## config.mk

```make
export PLATFORM = sky130hd
export DESIGN_NAME = tsb_ctrl
export DESIGN_NICKNAME = d
export VERILOG_FILES = /design/src/rtl/core/tsb_pkg.sv /design/src/rtl/core/tsb_ctrl.sv
export SDC_FILE = /design/constraint.sdc
export NUM_CORES = 1
export LEC_CHECK = 0
export ABC_AREA = 1
export BUFFER_PORTS_ARGS = -buffer_cell sky130_fd_sc_hd__buf_2
export CORE_AREA = 2 2 39 41
export CTS_CLUSTER_DIAMETER = 150
export CTS_CLUSTER_SIZE = 14
export DETAILED_ROUTE_END_ITERATION = 8
export DIE_AREA = 0 0 41 43
export GPL_ROUTABILITY_DRIVEN = 0
export PLACE_DENSITY = 0.67
export SETUP_SLACK_MARGIN = 0.02
export SLEW_MARGIN = 20
export SYNTH_ARGS = -nofsm -noshare
export SYNTH_HDL_FRONTEND = slang
export SYNTH_SLANG_ARGS = --single-unit
```

## constraint.sdc

```tcl
create_clock -name clk -period 1.4 [get_ports clk]
set_input_delay 0.28 -clock clk [delete_from_list [all_inputs] [get_ports clk]]
set_output_delay 0.28 -clock clk [all_outputs]
set_load 0.1 [all_outputs]
```

## src/rtl/core/tsb_pkg.sv

```systemverilog
`default_nettype none
package tsb_pkg;

  localparam int VertexDepthDefault = 1024;
  localparam int CoordW = 32;
  localparam int SlotW = 10;
  localparam int NormW = 16;
  localparam int EdgeW = 34;
  localparam int RedW = 21;
  localparam int CrossW = 44;
  localparam int CompW = 31;
  localparam int SumW = 62;
  localparam int RootW = 31;
  localparam int QuotW = 46;
  localparam int SumCW = 34;
  localparam int RecipW = 34;
  localparam int RecipLoW = 17;
  localparam logic [RecipW-1:0] Recip3 = 34'h2_AAAA_AAAB;
  localparam int Recip3Shift = 35;

  typedef enum logic [1:0] {
    REQ_WRITE  = 2'd0,
    REQ_TRI    = 2'd1,
    REQ_BOUNDS = 2'd2,
    REQ_NONE   = 2'd3
  } req_t;

  typedef enum logic [3:0] {
    ST_IDLE,
    ST_RD_A,
    ST_RD_B,
    ST_RD_C,
    ST_EDGE,
    ST_CROSS,
    ST_CFIT,
    ST_SQ,
    ST_SQRT,
    ST_SUM,
    ST_DIV,
    ST_CENT,
    ST_OUT
  } state_t;

  typedef struct packed {
    logic write_vertex;
    logic load_req;
    logic [1:0] rd_sel;
    logic capture_corner;
    logic edge_step;
    logic cross_step;
    logic cfit_step;
    logic sq_step;
    logic sqrt_start;
    logic sqrt_step;
    logic div_start;
    logic div_step;
    logic cent_step;
    logic load_tri;
    logic load_bounds;
  } cmd_t;

  typedef struct packed {
    logic sqrt_done;
    logic div_done;
    logic cent_done;
  } status_t;

endpackage
`default_nettype wire

```

## src/rtl/core/tsb_ctrl.sv

```systemverilog
`default_nettype none
module tsb_ctrl
  import tsb_pkg::*;
(
  input  wire logic    clk,
  input  wire logic    rst,
  input  wire logic    in_valid,
  output logic         in_ready,
  input  wire logic [1:0] in_type,
  input  wire logic    slot_ok,
  output logic         out_valid,
  input  wire logic    out_ready,
  input  wire status_t status,
  output cmd_t         cmd
);
  state_t state, state_next;
  logic out_valid_next;

  always_ff @(posedge clk) begin
    if (rst) begin
      state <= ST_IDLE;
      out_valid <= 1'b0;
    end else begin
      state <= state_next;
      out_valid <= out_valid_next;
    end
  end

  always_comb begin
    state_next = state;
    cmd = '0;
    in_ready = (state == ST_IDLE) && !out_valid;
    out_valid_next = out_valid && !out_ready;
    case (state)
      ST_IDLE: begin
        if (in_valid && in_ready) begin
          cmd.load_req = 1'b1;
          case (in_type)
            REQ_WRITE: cmd.write_vertex = slot_ok;
            REQ_TRI: state_next = ST_RD_A;
            REQ_BOUNDS: begin
              cmd.load_bounds = 1'b1;
              out_valid_next = 1'b1;
            end
            default: ;
          endcase
        end
      end
      ST_RD_A: begin
        cmd.rd_sel = 2'd0;
        state_next = ST_RD_B;
      end
      ST_RD_B: begin
        cmd.rd_sel = 2'd1;
        cmd.capture_corner = 1'b1;
        state_next = ST_RD_C;
      end
      ST_RD_C: begin
        cmd.rd_sel = 2'd2;
        cmd.capture_corner = 1'b1;
        state_next = ST_EDGE;
      end
      ST_EDGE: begin
        cmd.capture_corner = 1'b1;
        state_next = ST_CROSS;
      end
      ST_CROSS: begin
        cmd.edge_step = 1'b1;
        state_next = ST_CFIT;
      end
      ST_CFIT: begin
        cmd.cross_step = 1'b1;
        state_next = ST_SQ;
      end
      ST_SQ: begin
        cmd.cfit_step = 1'b1;
        state_next = ST_SQRT;
      end
      ST_SQRT: begin
        cmd.sq_step = 1'b1;
        state_next = ST_SUM;
      end
      ST_SUM: begin
        cmd.sqrt_start = 1'b1;
        state_next = ST_DIV;
      end
      ST_DIV: begin
        cmd.sqrt_step = 1'b1;
        if (status.sqrt_done) begin
          cmd.sqrt_step = 1'b0;
          cmd.div_start = 1'b1;
          state_next = ST_CENT;
        end
      end
      ST_CENT: begin
        cmd.div_step = 1'b1;
        if (status.div_done) begin
          cmd.div_step = 1'b0;
          state_next = ST_OUT;
        end
      end
      ST_OUT: begin
        cmd.cent_step = 1'b1;
        if (status.cent_done) begin
          cmd.cent_step = 1'b0;
          cmd.load_tri = 1'b1;
          out_valid_next = 1'b1;
          state_next = ST_IDLE;
        end
      end
      default: state_next = ST_IDLE;
    endcase
  end
endmodule
`default_nettype wire

```

==> results.txt <==
The flow ran to the end, but the final reports show violations. The final reports fail on setup timing. Pin placement for this block handled 28 I/O pins.

The pre-antenna-repair detailed-routing pass consisted of 4 iterations. The synthesized area divided by synthesized cell count was 5.44 um^2. The synthesized design spends more area on one cell type than any other, namely dfxtp_1. The part of the power in the clock network is 6.0%.

Dividing total power by cell area gives a power density of 2050 mW/mm^2. The run gives 1 as the number of levels the H-tree was split into. The reg2reg setup slack came out at 10 ps. Counting buffers and inverters, the worst setup path is 5 cells deep. The run gives 0.177 ps as the post-route clock skew.

Initial antenna violation count: 0. The number of cells on the worst reg-to-reg path is 8. Entering global routing, the biggest net connects 7 pins. Input and output buffers added on the ports amount to 27.

For the pin with the worst max-slew slack, the measured transition is 557 ps. The via count of the routed design came out at 749. Count of standard-cell rows: 14.

Summed over its instances, the top area cell type makes up 21.2% of the synthesized netlist area. The total count of max-transition violations in the final report was 0. After Yosys synthesis, and, or, nand and nor cells account for 54.0% of the synthesized area. The tools report the number of failing setup endpoints in the final timing report as 17. The sum of internal, switching and leakage power was 2.61 mW. Detailed placement ended at an HPWL of 1370 um. Setup total negative slack on the finished layout was measured at -2960 ps. The total area inside the core boundary comes to 0.00138 mm^2.

The starting DRC count in detailed routing is 12, and the relative area change from synthesis to final layout is 169%. Cell internal power was estimated by the tool at 1.08 mW. In the final layout, the share of cells above drive strength 1 is 67.4%. The logs give 473 um^2 for the netlist area before placement and 230 ps for the clock latency on the worst-skew pair. The endpoint kind of the worst setup timing path is an output port.

Clock-pin slew was measured on the worst setup and hold paths at 40 ps. The number of different library cells used by synthesis comes to 17. The Yosys step of the flow raised 0 warnings. Across every metal layer, demand over resource in global routing totals 24.7%.

Summing the areas of all fa, ha and maj instances in the mapped netlist gives 0% of the synthesized area. The global-route met1 utilization came out at 24.7%. The tightest hold path in the finished design has a slack of 255 ps. The destination of the worst register-to-register timing path is state[0]$_SDFFE_PP0P_.

The path class of the tightest hold or removal check is in -> reg. The critical-path cell with the highest stage delay is dfxtp_4. Among all flip-flop cells after synthesis, the most frequent one is dfxtp_1.

The biggest fanout along the worst timing path is 5. The number of design rule violations left after detail routing came out at 0. Buffers inserted to repair hold after CTS numbered 0. The launch point of the worst path is state[2]$_SDFFE_PP0P_. On the worst path, the slowest cell contributes a delay of 350 ps.

0 antenna diodes ended up in the layout. Of the total power, the share spent switching nets is 58.7%. Combinational family with the most area after synthesis: simple AND/OR/NAND/NOR gates.

Headroom to the max-slew limit came out at 62.6%. The tools report the final number of hold-violating endpoints as 0. Summed over all cells, the static leakage comes to 0.567 nW.

When the netlist entered floorplanning its net count stood at 97. Setup repair after global routing could not meet its margin everywhere. For the number of global-route vias before repair, the log shows 782.

The critical path contains buffers and inverters numbering 3 combined. The compound-gate portion of the synthesized area was 6.61%. The tools report the remaining global-route overflow as 0. In the synthesized netlist the async set-or-reset flop fraction comes to 0%.

For the final worst-path setup slack, the log shows -241 ps. The startpoint identified for the worst register-to-register timing path is state[2]$_SDFFE_PP0P_. Number of synthesized flops with an enable pin: 0.

TritonCTS built the clock tree. The run gives 0 as the max-cap violation count. Cell type group with the largest total delay on the critical path: buffers and inverters.

The clock buffer count from CTS was 3. Traced cell by cell, the critical path runs through buf_12 > nor2_4 > inv_2 > nor2_4 > buf_12. The ratio of final minimum period to clock period was 117%; the minimum clock period after layout was 1640 ps.

The maximum count of clock buffers along a single path was 2; the synthesized flop and latch total was 5. The combinational share of power was 83.1%. Starting density of the core: 34.2%.

After technology mapping, the gate count stands at 87. The average wire length per cell after detail routing is 14.4 um, and the total length of routed wires is 2090 um. STA classifies the critical path startpoint as a register.

By count the netlist is led by inv_1, nor2_1, nand2_1. At the end of the flow, the number of nets in the layout was 140. The tools report the final antenna-violating net count as 0.

The first global-routing pass estimated 3040 um of wire. Using the TritonRoute via totals, the vias-per-cell ratio works out to 5.17. The analysis attributes to net switching a power of 1.53 mW. The clock drives 5 sinks.

For the overall die area, the log shows 0.00176 mm^2. The xor-xnor portion of the synthesized cell area is 0%. In this run the most used layer during global routing was met2. In the synthesized netlist, mux cells make up 0% of the area. Sequential cells account for 11.0% of the total power.

The number of placed instances, taps included, is 137. Data on the critical path arrives at its endpoint at 1360 ps. In this run the worst setup path terminates at cmd[6]. For this run, global-route usage on met2 was measured as 43.1%.

By area the synthesized netlist is led by dfxtp_1, inv_1, nor2_1. Across the VDD grid, the largest voltage drop is 1700 uV. The worst setup path is of the reg -> out kind.

Counting the fill cells in the layout gives 46. The vertical die dimension was 43 um; the highest achievable clock rate was 609 MHz. The run gives 6.28% as the global-route met3 utilization. Prior to clock tree synthesis, the placed netlist has a worst setup slack of -22.4 ps. For the sequential fraction of the synthesis area, the log shows 21.2%. The worst hold path stage count works out to 2. Master cell of the clock root buffer: clkbuf_4.

The floorplan step set the die width to 41 um. Data on the critical path is required at its endpoint by 1120 ps. The finished layout holds 145 standard cells, fillers aside.
## repair_timing
| action | in CTS | in global routing |
|---|---|---|
| resized for setup | 11 | 12 |
| pin swaps | 8 | 5 |
| buffers inserted | 3 | 1 |
| setup endpoints to repair | 17 | 21 |
## power groups by stage
| stage | Clock [mW] | Combinational, mW | Sequential, mW |
|---|---|---|---|
| floorplan | 0 | 1.28 | 0.295 |
| global placement | 0 | 1.96 | 0.268 |
| detailed placement | 0 | 1.99 | 0.274 |
| CTS | 0.161 | 2.07 | 0.276 |
| global route | 0.168 | 2.27 | 0.291 |
| finish | 0.155 | 2.17 | 0.286 |
## layout make-up
class	count	area [um^2]	area share [%]
Clock buffer	4	26.3	2.07
Inverter	23	100	7.88
Multi-Input combinational cell	59	498	39.2
Sequential cell	5	114	8.97
Tap cell	16	20.0	1.58
Timing Repair Buffer	38	512	40.3
## worst register-to-register path: stages, from the launching register on
cell,delay [ps]
dfxtp_4,350
buf_12,130
nor2_4,240
nand3_4,120
buf_6,150
nand3_4,70
nor2_4,50
nor2_1,120
nor2_1,50
## flip-flops by register name (all words and copies together), names as in the netlist
name,count
out_valid,1
state,4
## routing by layer
metal  vias to the layer above  routed length [um]
li1                        349                   -
met1                       351                 740
met2                        41                1190
met3                         8                 114
met4                         0                  43
met5                         -                   0
## cell families after synthesis
family / Yosys count
AND/OR/NAND/NOR: 54
flip-flops: 5
AO/OA/AOI/OAI: 5
buffers and inverters: 23
## layout by cell type (no fill, tap or decap)
| master | netlist | routed |
|---|---|---|
| nand3_4 | 0 | 4 |
| nor2_4 | 0 | 15 |
| o22ai_4 | 0 | 1 |
| clkbuf_1 | 0 | 1 |
| nor3_4 | 1 | 1 |
| buf_2 | 0 | 9 |
| nor2_1 | 22 | 11 |
| dfxtp_2 | 0 | 2 |
| inv_4 | 0 | 1 |
| nand2_2 | 1 | 4 |
| o22ai_1 | 2 | 1 |
| o31ai_1 | 1 | 1 |
| inv_2 | 1 | 5 |
| or2_2 | 1 | 1 |
| nor3_1 | 1 | 1 |
| buf_12 | 0 | 19 |
| nor4_4 | 0 | 1 |
| nand3_1 | 7 | 3 |
| buf_6 | 0 | 3 |
| clkinvlp_4 | 0 | 3 |
| nand2_4 | 0 | 3 |
| nand3_2 | 2 | 2 |
| nand2_1 | 14 | 8 |
| a31oi_1 | 1 | 1 |
| a21oi_1 | 1 | 1 |
| clkbuf_4 | 0 | 3 |
| buf_4 | 0 | 7 |
| inv_1 | 22 | 14 |
| dfxtp_4 | 0 | 3 |
## metrics by stage
| step | area (um^2) | util [%] |
|---|---|---|
| 5_1_grt | 1270 | 91.8 |
| 3_5_place_dp | 1110 | 80.6 |
| 4_1_cts | 1210 | 87.3 |
| 2_1_floorplan | 624 | - |
| 6_report | 1270 | 91.8 |
| 3_3_place_gp | 1110 | 80.6 |
## worst min-delay path by stage
stage,startpoint,endpoint,slack [ps]
floorplan,rst,out_valid$_SDFF_PP0_,340
global placement,rst,out_valid$_SDFF_PP0_,470
detailed placement,rst,out_valid$_SDFF_PP0_,470
CTS,rst,out_valid$_SDFF_PP0_,230
global route,rst,out_valid$_SDFF_PP0_,250
finish,rst,out_valid$_SDFF_PP0_,260
Note: power is estimated with default switching activity, not from simulation.
